==> src/rtl/apl_cell.sv <==
// apl_cell: one column-sum cell of the window chain.
// Holds the vertical sum of one column and adds it into the passing window sum.
module apl_cell #(
    parameter int COL_W = 19,
    parameter int TOT_W = 22
) (
    input  logic                    i_clk,
    input  logic                    i_shift,
    input  logic                    i_en,
    input  logic signed [COL_W-1:0] i_col_sum,
    input  logic signed [TOT_W-1:0] i_part,
    output logic signed [COL_W-1:0] o_col_sum,
    output logic signed [TOT_W-1:0] o_part
);

    logic signed [COL_W-1:0] r_col_sum;

    // take the neighbor's column on each new sample
    always_ff @(posedge i_clk) begin
        if (i_shift) begin
            r_col_sum <= i_col_sum;
        end
    end

    // add this column when it lies inside the window
    assign o_part    = i_en ? i_part + TOT_W'(r_col_sum) : i_part;
    assign o_col_sum = r_col_sum;

endmodule

==> config.mk <==
export PLATFORM = sky130hd
export DESIGN_NAME = apl_cell
export DESIGN_NICKNAME = d
export VERILOG_FILES = /design/src/rtl/apl_cell.sv
export SDC_FILE = /design/constraint.sdc
export NUM_CORES = 1
export LEC_CHECK = 0
export ABC_AREA = 1
export BUFFER_PORTS_ARGS = -buffer_cell sky130_fd_sc_hd__buf_2
export CAP_MARGIN = 20
export CORE_MARGIN = 8
export CORE_UTILIZATION = 50
export DETAILED_ROUTE_END_ITERATION = 8
export PLACE_DENSITY = 0.81
export RECOVER_POWER = 25
export SKIP_LAST_GASP = 1
export SYNTH_ARGS = -nofsm -noshare
export SYNTH_HDL_FRONTEND = slang
export SYNTH_SLANG_ARGS = --single-unit
==> constraint.sdc <==
create_clock -name i_clk -period 2.5 [get_ports i_clk]
set_clock_uncertainty 0.15 [all_clocks]
set_input_delay 0.5 -clock i_clk [delete_from_list [all_inputs] [get_ports i_clk]]
set_output_delay 0.5 -clock i_clk [all_outputs]
set_load 0.02 [all_outputs]
==> reports/results.tsv, run 1 <==
metric	value	unit
status	complete, but fails checks	
failing checks	setup timing	
Yosys cell types	26	
CTS Buf Count	3	
NetSw	870	µW
CP Cell Sequence	ha_4 -> nand2_1 -> nand2_1 -> inv_1 -> nand2_1 -> nand2_1 -> nand3_2 -> or2_1 -> nand3_1 -> nand2_1 -> buf_4	
GPL Wtd Cong	0.915	
post-synthesis sequential area ratio	24.9	%
Comb power frac	67.5	%
Initial Utilization	52.2	%
I/O pin count	85	
P_leak	2.06	nW
Hold WS	260	ps
WL/cell	22.3	µm
most frequent cells in the layout	nand2_1 (105), buf_2 (65), buf_4 (48)	
Ys Warns	0	
DP HPWL	5730	µm
Tmin final	2960	ps
area growth from synthesis to layout	77.3	%
post-route design area	4060	µm²
critical setup path kind	flip-flop to primary output	
row cnt	24	
antenna violations before repair	0	
Clock power frac	10.9	%
FMAX	0.338	GHz
Gate Count Post-Synth	366	
delay of the slowest critical-path stage	470	ps
max_slew headroom	72.5	%
hold_buf cts	0	
global-route usage over all layers	23.2	%
RSZ-0062 raised after global routing	yes	
first-pass GRT wire length	13800	µm
CP Capture Type	primary output	
period utilization	119	%
commonest non-fill, non-tap cell in the layout	nand2_1	
maximum VDD drop	0.000527	V
internal power	1.04	mW
syn_area_per_cell	6.25	µm²
CP most frequent cell	nand2_1	
Slowest cell on crit path	edfxtp_1	
CP Depth	11	
crit-path max FO	4	
final core utilization	92.6	%
cell taking the most area after synthesis	nand2_1	
worst hold-check path type	input pin to flip-flop	
Post-Syn Area	2290	µm²
global route overflow	0	
Slew Limit Fails	0	
CP arrival	2310	ps
DR vias	3501	
Post-Route WL	12300	µm
# DRC	0	
top cells by area, synth	nand2_1 (26%), edfxtp_1 (25%), ha_1 (11%)	
Sequential Power Share	21.5	%
clk buf depth	2	
number of global-route vias before repair	3000	
DIE AREA	7000	µm²
Net count, final	564	
CTS Root Cell	clkbuf_8	
max reg flops	19	
Cell Pwr Density	469	nW/µm²
Pre-antenna DRT Iters	8	
Via density	6.37	
H-Tree Depth	1	
die span in x	83.7	µm
# clock sinks	19	
post-synthesis register bit count	19	
CTS tree	done	
# fillers	160	
Iter 0 DRT Violations	490	
core area	4380	µm²
Die Ht	83.7	µm
Synth Net Count	432	
# setup viols final	20	
family with the most delay on the worst path	simple AND/OR/NAND/NOR gates	
Synth top area share	25.9	%
Sw Ratio	45.7	%
Critical path buffers and inverters	2	
Worst Tran Pin Value	412	ps
Final ANT Viol Nets	0	
min setup slack post-route	-463	ps
Critical Path Start Type	flip-flop	
final hold vios	0	
Max-cap violations	0	
Worst-path clk slew	60	ps
layout cells sized above 1	56.1	%
Post-DP Area	2990	µm²
PortBufs	84	
largest net degree at the start of global routing	30	
worst hold stages	1	
critical path required time	1850	ps
-- metrics by stage --
step | power, mW | setup WS (ps) | setup TNS, ps | cells
2_1_floorplan | 0.893 | -71.6 | -71.6 | 366
3_3_place_gp | 1.16 | -241 | -2310 | 527
3_5_place_dp | 1.17 | -300 | -2640 | 527
4_1_cts | 1.59 | -189 | -1720 | 541
5_1_grt | 1.97 | -500 | -6090 | 549
6_report | 1.90 | -463 | -4720 | 550
-- timing repair --
action / 4_1_cts / 5_1_grt
setup endpoints to repair: 20 / 20
pin swaps: 22 / 67
gates resized for setup: 101 / 101
setup buffers: 10 / 8
-- layer usage --
| layer | global-route usage [%] | wire length, µm | vias to the layer above |
|---|---|---|---|
| li1 | - | - | 1427 |
| met1 | 25.6 | 4150 | 1580 |
| met2 | 41.5 | 5550 | 377 |
| met3 | 5.08 | 1570 | 117 |
| met4 | 10.0 | 994 | 0 |
| met5 | 0 | 0 | - |
-- worst paths after layout --
| path | from | endpoint | slack, ps |
|---|---|---|---|
| max | o_col_sum[5] | o_part[10] | -460 |
| min | i_col_sum[8] | o_col_sum[8] | 260 |
-- Yosys cell counts (all sizes together) --
cell type,count
edfxtp,19
o21bai,3
ha,21
nand2,164
and2,2
o21ai,8
a21oi,16
nand3b,6
nand3,33
buf,3
nor3,1
xnor2,7
fa,1
nand4,3
inv,57
clkbuf,2
or2,2
nor2,18
-- layout make-up --
cell class,instances,area [µm²],area share [%]
multi-input cells,285,2250,55.3
clock buffers,3,41.3,1.02
clock inverters,1,5.00,0.123
flip-flops and latches,19,571,14.1
repair buffers,132,908,22.4
well taps,52,65.1,1.60
diodes,1,2.50,0.0617
inverters,57,219,5.40
-- logic make-up after synthesis --
kind of cell | synth area share [%]
AND/OR/NAND/NOR | 43.4
buffers and inverters | 10.4
AO/OA/AOI/OAI | 6.23
adder cells (fa/ha/maj) | 12.4
flip-flops | 24.9
XOR/XNOR | 2.68
-- power by group through the flow --
stage | logic (mW) | clock network (mW) | registers [mW]
floorplan | 0.461 | 0 | 0.432
global placement | 0.756 | 0 | 0.403
detailed placement | 0.771 | 0 | 0.403
CTS | 0.970 | 0.212 | 0.406
global route | 1.33 | 0.227 | 0.411
finish | 1.29 | 0.208 | 0.410
(Power assumes the default switching activity.)
==> run 2: changes to the inputs <==
--- a/config.mk
+++ b/config.mk
@@ -6,7 +6,7 @@
 export NUM_CORES = 1
 export LEC_CHECK = 0
 export ABC_AREA = 1
-export BUFFER_PORTS_ARGS = -buffer_cell sky130_fd_sc_hd__buf_2
+export BUFFER_PORTS_ARGS = -buffer_cell sky130_fd_sc_hd__clkbuf_2
 export CAP_MARGIN = 20
 export CORE_MARGIN = 8
 export CORE_UTILIZATION = 50
==> constraint.sdc (replaced) <==
create_clock -name i_clk -period 2.5 [get_ports i_clk]
set_clock_uncertainty 0.15 [all_clocks]
set_input_delay 0.5 -clock i_clk [delete_from_list [all_inputs] [get_ports i_clk]]
set_output_delay 0.5 -clock i_clk [all_outputs]
set_load 0.1 [all_outputs]
==> run 2 against run 1 <==
  * The flow now stops in global routing (5_1_grt)
  * Synthesized area did not move
  * Synthesized cell count did not move
==> reports/results.tsv, run 2 <==
metric	value	unit	change
syn_area_per_cell	6.25	µm²	unchanged
CTS Root Cell	clkbuf_8		
Log Error	[ERROR DPL-0038] Utilization greater than 100%, impossible to legalize		
CTS Buf Count	3		unchanged
post-synthesis register bit count	19		unchanged
Ys Warns	0		unchanged
WEP type	primary output		
Initial Utilization	52.2	%	unchanged
Gate Count Post-Synth	366		unchanged
cell taking the most area after synthesis	nand2_1		
# clock sinks	19		unchanged
largest net degree at the start of global routing	20		
clk buf depth	2		unchanged
Yosys cell types	26		unchanged
GPL Wtd Cong	0.990		+8.3%
H-Tree Depth	1		unchanged
post-synthesis sequential area ratio	24.9	%	unchanged
I/O pin count	85		unchanged
Post-DP Area	3990	µm²	+34%
top cells by area, synth	nand2_1 (26%), edfxtp_1 (25%), ha_1 (11%)		
most frequent cell after synthesis	nand2_1		
PortBufs	84		unchanged
grt repair worst endpoint	o_part[21]		
die span in x	83.7	µm	unchanged
ys flop type	edfxtp_1		
row cnt	24		unchanged
DP HPWL	7110	µm	+24%
Stop stage	global routing (5_1_grt)		
top post-synthesis cells by count	nand2_1 (158), inv_1 (55), nand3_1 (30)		
Synth Net Count	432		unchanged
hold_buf cts	0		unchanged
Die Ht	83.7	µm	unchanged
status	aborted with a tool error		
Post-synth EDFFs	19		unchanged
Async S/R FF share, synth	0	%	unchanged
Post-Syn Area	2290	µm²	unchanged
Synth top area share	25.9	%	unchanged
pre-CTS setup slack	-284	ps	+15.8 ps
==> run 2: kinds of logic after synthesis <==
| family | count (synthesis) | synth area share [%] |
|---|---|---|
| simple gates | 229 | 43.4 |
| buf+inv | 62 | 10.4 |
| compound gates | 27 | 6.23 |
| fa+ha+maj | 22 | 12.4 |
| flops | 19 | 24.9 |
| xor+xnor | 7 | 2.68 |
==> run 2: timing repair <==
| action | CTS |
|---|---|
| setup buffers | 7 |
| setup endpoints to repair | 20 |
| gates resized for setup | 41 |
| pin swaps | 39 |
==> run 2: stage by stage <==
step | hold WS (ps) | util, % | TNS, ps | cells
after CTS | 239 | 96.6 | -5850 | 535
after detailed placement | 529 | 91.0 | -3110 | 524
after global placement | 527 | 91.0 | -2270 | 524
after floorplan | 449 | - | -8510 | 366
==> run 3: changes to the inputs <==
--- a/config.mk
+++ b/config.mk
@@ -9,9 +9,9 @@
 export BUFFER_PORTS_ARGS = -buffer_cell sky130_fd_sc_hd__clkbuf_2
 export CAP_MARGIN = 20
 export CORE_MARGIN = 8
-export CORE_UTILIZATION = 50
+export CORE_UTILIZATION = 40
 export DETAILED_ROUTE_END_ITERATION = 8
-export PLACE_DENSITY = 0.81
+export PLACE_DENSITY_LB_ADDON = 0.15
 export RECOVER_POWER = 25
 export SKIP_LAST_GASP = 1
 export SYNTH_ARGS = -nofsm -noshare
==> run 3 against run 2 <==
  * The flow now finishes, with violations (setup timing)
==> reports/results.tsv, run 3 (same netlist as run 1, synthesis figures left out) <==
metric	value	unit	change
Via density	5.13		
PortBufs	84		unchanged
Comb power frac	73.8	%	
layout cells sized above 1	49.3	%	
Worst-path clk slew	90	ps	
min setup slack post-route	-440	ps	
max_slew headroom	60.8	%	
M2 GR Usage	37.0	%	
Critical Path Start Type	flip-flop		
WL/cell	16.9	µm	
core area	5510	µm²	
Cell Pwr Density	567	nW/µm²	
GR Util met3	3.67	%	
Slew Limit Fails	0		
critical setup path kind	flip-flop to primary output		
most frequent cells in the layout	nand2_1 (125), clkbuf_2 (62), inv_1 (53)		
Clock power frac	9.7	%	
max reg flops	19		
final hold vios	0		
Sw Ratio	53.6	%	
worst hold-check path type	input pin to flip-flop		
critical path required time	1850	ps	
CTS tree	done		
die span in x	91.6	µm	+9.6%
Max-cap violations	0		
area growth from synthesis to layout	89.0	%	
DP HPWL	7420	µm	+4.4%
Hold WS	253	ps	
NetSw	1.32	mW	
Worst Tran Pin Value	587	ps	
hold_buf cts	0		unchanged
failing checks	setup timing		
placed cell count	548		+4.6%
global route overflow	0		
# DRC	0		
Final ANT Viol Nets	0		
CTS Buf Count	3		unchanged
Initial Utilization	41.6	%	-11 points
fin cells	557		
RSZ-0062 raised after global routing	yes		
CTS Root Cell	clkbuf_8		
Die Ht	91.6	µm	+9.6%
Pre-antenna DRT Iters	4		
number of global-route vias before repair	2973		
pre-CTS setup slack	-347	ps	-63.1 ps
Iter 0 DRT Violations	121		
CP arrival	2290	ps	
met1 Usage GRT	24.3	%	
worst hold stages	1		
largest net degree at the start of global routing	20		
first-pass GRT wire length	14300	µm	
CP Capture Type	primary output		
antenna violations before repair	0		
DIE AREA	8400	µm²	
# clock sinks	19		unchanged
commonest non-fill, non-tap cell in the layout	nand2_1		
GPL Wtd Cong	0.832		-16%
global-route usage over all layers	20.8	%	
status	complete, but fails checks		
FMAX	0.340	GHz	
DR vias	2857		
crit-path max FO	4		
Pwr Total	2.45	mW	
Most Crowded Layer GR	met2		
ANT cells	0		
P_leak	2.08	nW	
row cnt	27		+13%
hold endpoint	o_col_sum[16]		
Sequential Power Share	16.5	%	
Tmin final	2940	ps	
H-Tree Depth	1		unchanged
# setup viols final	20		
min-delay src	i_col_sum[16]		
I/O pin count	85		unchanged
period utilization	118	%	
Post-Route WL	9410	µm	
internal power	1.14	mW	
Net count, final	552		
maximum VDD drop	0.000387	V	
clk buf depth	2		unchanged
## run 3: final cells by class
cell class | instances | area (µm²)
sequential | 19 | 571
inverter | 57 | 214
multi-input combinational | 285 | 2360
tap | 72 | 90.1
timing repair buffer | 120 | 1040
clock buffer | 4 | 45.0
fill | 366 | 1180
## run 3: metrics by stage
stage	util (%)	TNS, ps	cell area (µm²)
3_5_place_dp	73.7	-3630	4060
3_3_place_gp	73.7	-2900	4060
5_1_grt	78.6	-8260	4330
2_1_floorplan	-	-8510	2990
4_1_cts	75.8	-6030	4180
6_report	78.6	-6690	4330
## run 3: power by group through the flow
stage | sequential, mW | combinational (mW) | clock, mW
floorplan | 0.590 | 1.01 | 0
global placement | 0.411 | 1.68 | 0
detailed placement | 0.413 | 1.71 | 0
CTS | 0.405 | 1.74 | 0.242
global route | 0.409 | 1.90 | 0.255
finish | 0.406 | 1.81 | 0.238
## run 3: per-layer routing
metal	wire length, µm	vias up
met5	0	-
met1	3960	1326
met2	4650	97
li1	-	1406
met4	339	0
met3	454	28
## run 3: repair_timing
action,CTS,global route
setup endpoints to repair,20,20
pin swaps,18,20
setup buffers,1,4
gates resized for setup,17,26
## run 3: critical path, stage by stage, from the launching register on
cell	delay [ps]
edfxtp_1	440
ha_4	200
fa_2	420
nand3_4	100
nand3_4	100
buf_4	150
nand2_2	80
nand3_1	80
nand2_1	80
nand3_2	120
nand2_8	90
buf_12	170
## run 3: worst max path at each step
stage | from | slack [ps] | depth (start not counted) | end
global placement | i_part[0] | -270 | 13 | o_part[16]
floorplan | o_col_sum[0] | -700 | 8 | o_part[6]
global route | o_col_sum[18] | -520 | 12 | o_part[21]
CTS | o_col_sum[0] | -430 | 12 | o_part[16]
finish | o_col_sum[0] | -440 | 11 | o_part[20]
detailed placement | i_part[0] | -350 | 13 | o_part[12]
