--- src/rtl/apl_div.sv ---
// apl_div: restoring divider, one quotient bit per cycle.
// Unsigned numerator and denominator; no package dependencies.
module apl_div #(
    parameter int NUM_W = 8,
    parameter int DEN_W = 4
) (
    input  logic             i_clk,
    input  logic             i_rst_n,
    input  logic             i_start,
    input  logic [NUM_W-1:0] i_num,
    input  logic [DEN_W-1:0] i_den,
    output logic             o_busy,
    output logic [NUM_W-1:0] o_quot,
    output logic [DEN_W-1:0] o_rem
);

    localparam int CNT_W = $clog2(NUM_W + 1);

    logic             r_busy;
    logic [CNT_W-1:0] r_cnt;
    logic [NUM_W-1:0] r_q;
    logic [DEN_W-1:0] r_rem;
    logic [DEN_W-1:0] r_den;

    logic [DEN_W:0]   trial;
    logic [DEN_W:0]   diff;
    logic             ge;

    // one shift-subtract step
    always_comb begin
        trial = {r_rem, r_q[NUM_W-1]};
        ge    = trial >= {1'b0, r_den};
        diff  = trial - {1'b0, r_den};
    end

    // control
    always_ff @(posedge i_clk) begin
        if (!i_rst_n) begin
            r_busy <= 1'b0;
            r_cnt  <= '0;
        end else if (i_start) begin
            r_busy <= 1'b1;
            r_cnt  <= CNT_W'(NUM_W);
        end else if (r_busy) begin
            r_cnt <= r_cnt - 1'b1;
            if (r_cnt == CNT_W'(1)) begin
                r_busy <= 1'b0;
            end
        end
    end

    // datapath
    always_ff @(posedge i_clk) begin
        if (i_start) begin
            r_q   <= i_num;
            r_rem <= '0;
            r_den <= i_den;
        end else if (r_busy) begin
            r_q   <= {r_q[NUM_W-2:0], ge};
            r_rem <= ge ? diff[DEN_W-1:0] : trial[DEN_W-1:0];
        end
    end

    assign o_busy = r_busy;
    assign o_quot = r_q;
    assign o_rem  = r_rem;

endmodule

--- config.mk ---
export PLATFORM = sky130hd
export DESIGN_NAME = apl_div
export DESIGN_NICKNAME = d
export VERILOG_FILES = /design/src/rtl/apl_div.sv
export SDC_FILE = /design/constraint.sdc
export NUM_CORES = 1
export LEC_CHECK = 0
export ABC_CLOCK_PERIOD_IN_PS = 2380
export BUFFER_PORTS_ARGS = -buffer_cell sky130_fd_sc_hd__buf_4
export CORE_MARGIN = 1
export CORE_UTILIZATION = 43
export CTS_CLUSTER_DIAMETER = 150
export DETAILED_ROUTE_END_ITERATION = 6
export PLACE_DENSITY_LB_ADDON = 0.12
export SETUP_SLACK_MARGIN = 0.02
export SLEW_MARGIN = 20
export SYNTH_ARGS = -nofsm -noshare
export SYNTH_HDL_FRONTEND = slang
export SYNTH_SLANG_ARGS = --single-unit
--- constraint.sdc ---
create_clock -name i_clk -period 2.38 [get_ports i_clk]
set_input_delay 0.238 -clock i_clk [delete_from_list [all_inputs] [get_ports i_clk]]
set_output_delay 0.238 -clock i_clk [all_outputs]
set_load 0.01 [all_outputs]
==> results of run 1 <==
==> sequential cells by signal, indices dropped and copies added (netlist names) <==
signal / cells
r_den: 4
o_rem: 4
r_cnt: 4
o_quot: 8
o_busy: 1
==> final timing paths <==
check,from,endpoint,slack [ns]
worst min register to register,o_rem[3]$_SDFFE_PP0P_,o_rem[3]$_SDFFE_PP0P_,0.49
worst max-delay path,r_den[1]$_DFFE_PP_,o_quot[0]$_DFFE_PP_,0.50
worst min-delay path,i_den[0],r_den[0]$_DFFE_PP_,0.10
worst max register to register,r_den[1]$_DFFE_PP_,o_quot[0]$_DFFE_PP_,0.50
==> worst register-to-register path: cells and delay by family, from the launching register on <==
family | cells | cell delay, ns
AOI/OAI and AO/OA | 1 | 0.26
adders and majority gates | 1 | 0.23
buffers and inverters | 1 | 0.08
DFF | 1 | 0.43
muxes | 1 | 0.26
and+or+nand+nor | 2 | 0.41
==> cell families (layout without fill, tap and decap cells) <==
family | after synthesis | after routing | share of synthesized area [%]
flip-flops | 21 | 21 | 51.7
XOR/XNOR | 4 | 4 | 3.35
AO/OA/AOI/OAI | 13 | 13 | 10.5
AND/OR/NAND/NOR | 23 | 23 | 12.7
buffers and inverters | 11 | 39 | 4.07
adder cells (fa/ha/maj) | 7 | 7 | 9.09
multiplexers | 8 | 8 | 8.61
==> area by class of cell <==
type | count | area [µm²]
Inverter | 8 | 30.0
Tap cell | 28 | 35.0
Fill cell | 207 | 956
Timing Repair Buffer | 27 | 203
Clock inverter | 1 | 5.00
Clock buffer | 3 | 22.5
Multi-Input combinational cell | 55 | 463
Sequential cell | 21 | 541
==> through the flow <==
step | area (µm²) | worst slack (ns) | std cells | hold WS (ns)
3_5_place_dp | 1270 | 0.506 | 139 | 0.418
3_3_place_gp | 1270 | 0.541 | 139 | 0.416
6_report | 1300 | 0.499 | 143 | 0.103
4_1_cts | 1300 | 0.502 | 143 | 0.0908
5_1_grt | 1300 | 0.423 | 143 | 0.0768
2_1_floorplan | 1050 | 0.569 | 87 | 0.337
==> where the power goes <==
part | leakage [nW] | switching [mW] | total (mW) | internal, mW
combinational | 0.347 | 0.0942 | 0.208 | 0.114
clock | 0.0177 | 0.112 | 0.175 | 0.0627
sequential | 0.194 | 0.0292 | 0.454 | 0.425
total | 0.559 | 0.236 | 0.838 | 0.602
==> routing by layer <==
metal / up-vias / GRT usage, % / routed length (µm)
met5: - / 0 / 0
met4: 0 / 8.11 / 16
met3: 4 / 3.87 / 82
met2: 18 / 25.7 / 868
met1: 336 / 20.6 / 877
li1: 372 / - / -
==> cells in the final DEF, fill, tap and decap left out, drive strengths merged, types with 3 or more instances in the layout <==
cell and instances:
buf 27, edfxtp 12, dfxtp 9, inv 8, mux2 8, nor2 6, ha 6, nand2 5
xor2 3, nor4b 3, clkbuf 3
==> results.txt, run 1 <==
outcome -> finished, final reports clean
RSZ-0062 raised after global routing -> no
commonest register cell after synthesis -> edfxtp_1
Leakage Power -> 0.559 nW
Final Setup Violations -> 0
CTS tree -> yes
largest net degree at the start of global routing -> 23
crit-path leading delay family -> flip-flops
Sink Count -> 21
crit path kind -> reg -> reg
CTS root buffer -> clkbuf_4
Crit path depth -> 6
hold path depth -> 1
Crit path largest cell delay -> 0.43 ns
Routed Antenna Nets -> 0
routed via count -> 730
CP Data Arrival Time -> 1.96 ns
width of the chip -> 51.3 µm
Setup crit end kind -> register
# diodes -> 0
Hold/Removal Path Class -> in -> reg
Cell Pwr Density -> 645 nW/µm²
DR iter-0 viols -> 9
max cap viols -> 0
row cnt -> 17
DP HPWL -> 1340 µm
EDFF count, synth -> 12
first-pass GRT wire length -> 3060 µm
layout net count -> 138
async set or reset register ratio after synthesis -> 0%
Area Growth Syn to Fin -> 24.2%
Reg2Reg Depth -> 6
crit-path cells -> inv_1 -> ha_1 -> nor2b_1 -> o221a_4 -> or2_4 -> mux2_2
H-tree depth -> 1
top post-synthesis cells by area -> edfxtp_1, dfxtp_1, mux2_2
CTS Buffer Depth -> 2
Final Hold Fails -> 0
layout cells sized above 1 -> 37.4%
initial core utilization -> 46.4%
most frequent cell after synthesis -> edfxtp_1
aggregate negative setup slack -> 0 ns
# DRC -> 0
Seq/Total Area, Yosys -> 51.7%
FF+latch count, synth -> 21
total grt overflow -> 0
synthesized area -> 1050 µm²
cts repair resizes -> 0
library cells used by synthesis -> 32
peak supply drop -> 426 µV
final worst path period need -> 1.88 ns
Setup Skew -> 0.00620 ns
Worst-Margin Slew -> 0.516 ns
placer congestion estimate -> 0.773
Via density -> 5.10
number of setup buffers added after CTS -> 0
# IOs -> 28
Data required, critical path -> 2.46 ns
first drt pass iteration count -> 4
post-synth net total -> 109
Port Buffers -> 27
CP Max Fanout -> 5
Die ar. -> 2630 µm²
Vert. Die Dim -> 51.3 µm
Reg clk slew, reported paths -> 0.12 ns
vias in the first global route -> 693
Pwr Total -> 0.838 mW
Total GRT Usage -> 16.2%
CP Launch Type -> register
antenna violations before repair -> 0
post-layout util -> 57.6%
period utilization -> 79.0%
Crit-path slowest cell -> edfxtp_1
Mapped Cells -> 87
Avg WL per Cell -> 12.9 µm
Syn Area/Cell -> 12.0 µm²
Core ar. -> 2250 µm²
Slew HR -> 65.6%
top cell type's share of synthesized area -> 34.4%
final count of pins violating max slew -> 0
fmax -> 532 MHz
clk_lat worst skew -> 0.31 ns
Ys Warns -> 0
CP Buf/Inv Count -> 1
total CTS buffers -> 3
Routed Wire Length -> 1850 µm
Yosys top cell by area -> edfxtp_1
hold_buf cts -> 0
Post-synth top cells -> edfxtp_1, dfxtp_1, inv_1, mux2_2
No activity file was read; power rests on OpenSTA's default activity.
==> inputs of run 2 (changes only) <==
--- a/config.mk
+++ b/config.mk
@@ -5,7 +5,7 @@
 export SDC_FILE = /design/constraint.sdc
 export NUM_CORES = 1
 export LEC_CHECK = 0
-export ABC_CLOCK_PERIOD_IN_PS = 2380
+export ABC_CLOCK_PERIOD_IN_PS = 1900
 export BUFFER_PORTS_ARGS = -buffer_cell sky130_fd_sc_hd__buf_4
 export CORE_MARGIN = 1
 export CORE_UTILIZATION = 43
==> constraint.sdc (replaced) <==
create_clock -name i_clk -period 1.9 [get_ports i_clk]
set_input_delay 0.19 -clock i_clk [delete_from_list [all_inputs] [get_ports i_clk]]
set_output_delay 0.19 -clock i_clk [all_outputs]
set_load 0.01 [all_outputs]
==> results.txt, run 2 (synthesis gave the netlist of run 1 again) <==
Psw -> 0.301 mW
clk_lat worst skew -> 0.31 ns
peak supply drop -> 481 µV
routed via count -> 741
Largest register FFs -> 8
post-route cell area -> 1330 µm²
Port Buffers -> 27
Reg clk slew, reported paths -> 0.12 ns
fin worst setup slack -> 0.0807 ns
RSZ-0062 raised after global routing -> no
Register Area -> 541 µm²
final worst path period need -> 1.82 ns
first drt pass iteration count -> 4
Routed Wire Length -> 1900 µm
Final Setup Violations -> 0
Area Growth Syn to Fin -> 26.9%
CTS root buffer -> clkbuf_4
Filler cells -> 201
Setup Skew -> 0.00583 ns
Combinational Power Share -> 26.7%
row cnt -> 17
Leakage Power -> 0.577 nW
crit path kind -> reg -> reg
layout cells sized above 1 -> 39.0%
# IOs -> 28
DR iter-0 viols -> 3
# DRC -> 0
Placed Cells -> 142
period utilization -> 95.8%
Sequential Power Share -> 52.7%
Cell Pwr Density -> 809 nW/µm²
Vert. Die Dim -> 51.3 µm
switching share of power -> 28.0%
Internal -> 0.773 mW
crit-path cells -> ha_1 -> or2_1 -> o221a_4 -> or2_4 -> mux2_2
Die ar. -> 2630 µm²
Via density -> 5.08
CP Data Arrival Time -> 1.90 ns
vias in the first global route -> 744
Data required, critical path -> 1.98 ns
Crit path largest cell delay -> 0.35 ns
Worst-Margin Slew -> 0.521 ns
Total GRT Usage -> 17.1%
initial core utilization -> 46.4%
CTS Buffer Depth -> 2
placed cell areas -> 1290 µm²
DP HPWL -> 1360 µm
width of the chip -> 51.3 µm
outcome -> finished, final reports clean
layout net count -> 141
Sink Count -> 21
number of setup buffers added after CTS -> 0
final count of pins violating max slew -> 0
Hold WS -> 0.0512 ns
Reg2Reg Depth -> 5
antenna violations before repair -> 0
CP Launch Type -> register
CP Max Fanout -> 5
Avg WL per Cell -> 13.0 µm
hold path depth -> 1
Routed Antenna Nets -> 0
Core ar. -> 2250 µm²
Slew HR -> 65.2%
Setup crit end kind -> register
fmax -> 550 MHz
Final Hold Fails -> 0
Clk pwr share -> 20.7%
placer congestion estimate -> 0.804
Post-Place Worst Slack -> 0.0768 ns
total CTS buffers -> 3
most frequent cells in the layout -> buf_4, edfxtp_1, dfxtp_1
hold_buf cts -> 0
max cap viols -> 0
total grt overflow -> 0
first-pass GRT wire length -> 3200 µm
CTS tree -> yes
largest net degree at the start of global routing -> 23
# diodes -> 0
Crit-path slowest cell -> dfxtp_1
H-tree depth -> 1
Finished Layout Cells -> 146
Multi-input gate area -> 470 µm²
aggregate negative setup slack -> 0 ns
most common cell after layout, fill and taps aside -> buf_4
Hold/Removal Path Class -> in -> reg
## run 2: cell count changes in the layout (fill, tap and decap cells not counted), sizes merged
cell    before  now
buf         27   30
clkbuf       3    4
clkinv       1    0
## run 2: worst paths after layout
path	slack [ns]	from	end
hold / removal	0.05	i_den[0]	r_den[0]$_DFFE_PP_
setup reg to reg	0.08	o_rem[1]$_SDFFE_PP0P_	o_quot[0]$_DFFE_PP_
hold reg to reg	0.47	o_rem[3]$_SDFFE_PP0P_	o_rem[3]$_SDFFE_PP0P_
setup / recovery	0.08	o_rem[1]$_SDFFE_PP0P_	o_quot[0]$_DFFE_PP_
## run 2: power by group through the flow
stage	Sequential, mW	Clock [mW]	Combinational (mW)
CTS	0.567	0.229	0.282
detailed placement	0.576	0	0.279
global route	0.574	0.243	0.313
global placement	0.576	0	0.276
floorplan	0.585	0	0.153
finish	0.566	0.222	0.286
## run 2: worst max-delay path, delay by kind of cell (launching register included)
kind / cells / cell delay, ns
compound gates: 1 / 0.24
fa+ha+maj: 1 / 0.24
flops: 1 / 0.35
mux: 1 / 0.26
simple gates: 2 / 0.50
## run 2: final cells by class
type / count / area share [%]
tap: 28 / 2.64
sequential: 21 / 40.7
inverter: 8 / 2.26
clock buffer: 4 / 1.98
multi-input combinational: 55 / 35.4
timing repair buffer: 30 / 17.0
## run 2: timing repair
action / CTS / global route
resized for setup: 0 / 2
endpoints found under the setup margin: 0 / 1
endpoints found under the hold margin: 0 / 0
## run 2: per-stage QoR
stage	power, mW	util [%]
final	1.07	58.9
after CTS	1.08	58.5
after global routing	1.13	58.9
after global placement	0.852	57.4
after detailed placement	0.855	57.4
after floorplan	0.738	-
## run 2: layer usage
metal / vias to the layer above / wire length, µm / global-route usage, %
met5: - / 0 / 0
met4: 0 / 59 / 12.2
met3: 7 / 57 / 2.68
met2: 23 / 885 / 26.1
met1: 333 / 893 / 21.8
li1: 378 / - / -
==> inputs of run 3 (changes only) <==
--- a/config.mk
+++ b/config.mk
@@ -7,8 +7,10 @@
 export LEC_CHECK = 0
 export ABC_CLOCK_PERIOD_IN_PS = 1900
 export BUFFER_PORTS_ARGS = -buffer_cell sky130_fd_sc_hd__buf_4
+export CELL_PAD_IN_SITES_DETAIL_PLACEMENT = 0
+export CELL_PAD_IN_SITES_GLOBAL_PLACEMENT = 1
 export CORE_MARGIN = 1
-export CORE_UTILIZATION = 43
+export CORE_UTILIZATION = 39
 export CTS_CLUSTER_DIAMETER = 150
 export DETAILED_ROUTE_END_ITERATION = 6
 export PLACE_DENSITY_LB_ADDON = 0.12
==> results.txt, run 3 (synthesis gave the netlist of run 1 again) <==
crit path kind -> reg -> reg
Sink Count -> 21
CTS root buffer -> clkbuf_4
first-pass GRT wire length -> 2980 µm
DR iter-0 viols -> 13
Routed Wire Length -> 2010 µm
Routed Antenna Nets -> 0
layout cells sized above 1 -> 42.9%
placer congestion estimate -> 0.721
Leakage Power -> 0.579 nW
Largest register FFs -> 8
Reg2Reg Depth -> 6
CTS tree -> yes
Crit path largest cell delay -> 0.42 ns
max cap viols -> 0
Final Hold Fails -> 0
# IOs -> 28
most frequent cells in the layout -> buf_4, edfxtp_1, mux2_2, dfxtp_1, inv_1
row cnt -> 18
HP Start -> i_den[3]
RR Endpoint -> o_quot[0]$_DFFE_PP_
crit path launch -> r_den[1]$_DFFE_PP_
clk_lat worst skew -> 0.30 ns
aggregate negative setup slack -> 0 ns
Setup crit end kind -> register
# diodes -> 0
Final Setup Violations -> 0
Crit-path slowest cell -> edfxtp_1
CP Buf/Inv Count -> 1
Hold/Removal Path Class -> in -> reg
Worst-Margin Slew -> 0.540 ns
DP HPWL -> 1340 µm
width of the chip -> 53.8 µm
Reg clk slew, reported paths -> 0.12 ns
H-tree depth -> 1
CTS Buffer Depth -> 2
period utilization -> 96.3%
Area Growth Syn to Fin -> 29.4%
Setup Skew -> 0.00380 ns
CP Data Arrival Time -> 1.90 ns
total grt overflow -> 0
worst flop-to-flop path startpoint -> r_den[1]$_DFFE_PP_
reg2reg setup slack -> 0.07 ns
crit-path cells -> inv_2 -> ha_4 -> nor2b_4 -> o221a_4 -> or2_4 -> mux2_2
Core ar. -> 2500 µm²
CP Launch Type -> register
Worst Setup EP -> o_quot[0]$_DFFE_PP_
antenna violations before repair -> 0
largest net degree at the start of global routing -> 23
Die ar. -> 2890 µm²
peak supply drop -> 512 µV
Port Buffers -> 27
Hold WS -> 0.0562 ns
routed via count -> 760
# DRC -> 0
fmax -> 547 MHz
RSZ-0062 raised after global routing -> no
outcome -> finished, final reports clean
final worst path period need -> 1.83 ns
Cell Pwr Density -> 797 nW/µm²
first drt pass iteration count -> 4
Avg WL per Cell -> 13.5 µm
Total GRT Usage -> 14.9%
Data required, critical path -> 1.97 ns
crit-path leading delay family -> flip-flops
hold_buf cts -> 0
most common cell after layout, fill and taps aside -> buf_4
CP Max Fanout -> 5
vias in the first global route -> 685
layout net count -> 142
Slew HR -> 63.9%
total CTS buffers -> 3
Vert. Die Dim -> 53.8 µm
Crit path depth -> 6
initial core utilization -> 41.8%
Via density -> 5.10
final count of pins violating max slew -> 0
==> run 3: worst reg2reg max path, cell delays in order (launching register included) <==
cell	delay [ns]
edfxtp_1	0.42
inv_2	0.08
ha_4	0.19
nor2b_4	0.13
o221a_4	0.26
or2_4	0.25
mux2_2	0.26
==> run 3: worst min path at each step <==
stage                               to  slack [ns]  cells after the start
floorplan           r_den[0]$_DFFE_PP_        0.29                      0
global placement    r_den[3]$_DFFE_PP_        0.37                      1
detailed placement  r_den[3]$_DFFE_PP_        0.37                      1
CTS                 r_den[3]$_DFFE_PP_        0.04                      1
global route        r_den[0]$_DFFE_PP_        0.03                      1
finish              r_den[3]$_DFFE_PP_        0.06                      1
==> run 3: through the flow <==
stage / setup WS, ns / power, mW / util [%] / instance area [µm²] / cells
2_1_floorplan: 0.0894 / 0.738 / - / 1050 / 87
3_3_place_gp: 0.0950 / 0.847 / 51.6 / 1290 / 143
3_5_place_dp: 0.0625 / 0.848 / 51.6 / 1290 / 143
4_1_cts: 0.0391 / 1.07 / 52.6 / 1320 / 147
5_1_grt: 0.0145 / 1.15 / 54.2 / 1350 / 149
6_report: 0.0703 / 1.08 / 54.2 / 1350 / 149
==> run 3: where the power goes <==
part	internal [mW]	switching [mW]	total (mW)
clock network	0.0817	0.132	0.214
logic	0.164	0.132	0.296
registers	0.533	0.0368	0.570
==> run 3: layout make-up <==
cell class	count	area, µm²
Clock buffer	4	26.3
Fill cell	220	1150
Inverter	8	30.0
Multi-Input combinational cell	55	485
Sequential cell	21	542
Tap cell	30	37.5
Timing Repair Buffer	31	233
==> run 3: what timing repair did <==
action / 4_1_cts / 5_1_grt
endpoints found under the setup margin: 0 / 1
setup buffers: 0 / 2
gates resized for setup: 0 / 6
==> run 3: per-layer routing <==
layer / vias up / share of wire (%) / global-route usage, % / wire [µm]
met5: - / 0 / 0 / 0
met4: 0 / 1.0 / 7.89 / 20
met3: 2 / 3.0 / 3.39 / 61
met2: 18 / 50 / 23.7 / 1010
met1: 359 / 46 / 18.6 / 916
li1: 381 / - / - / -
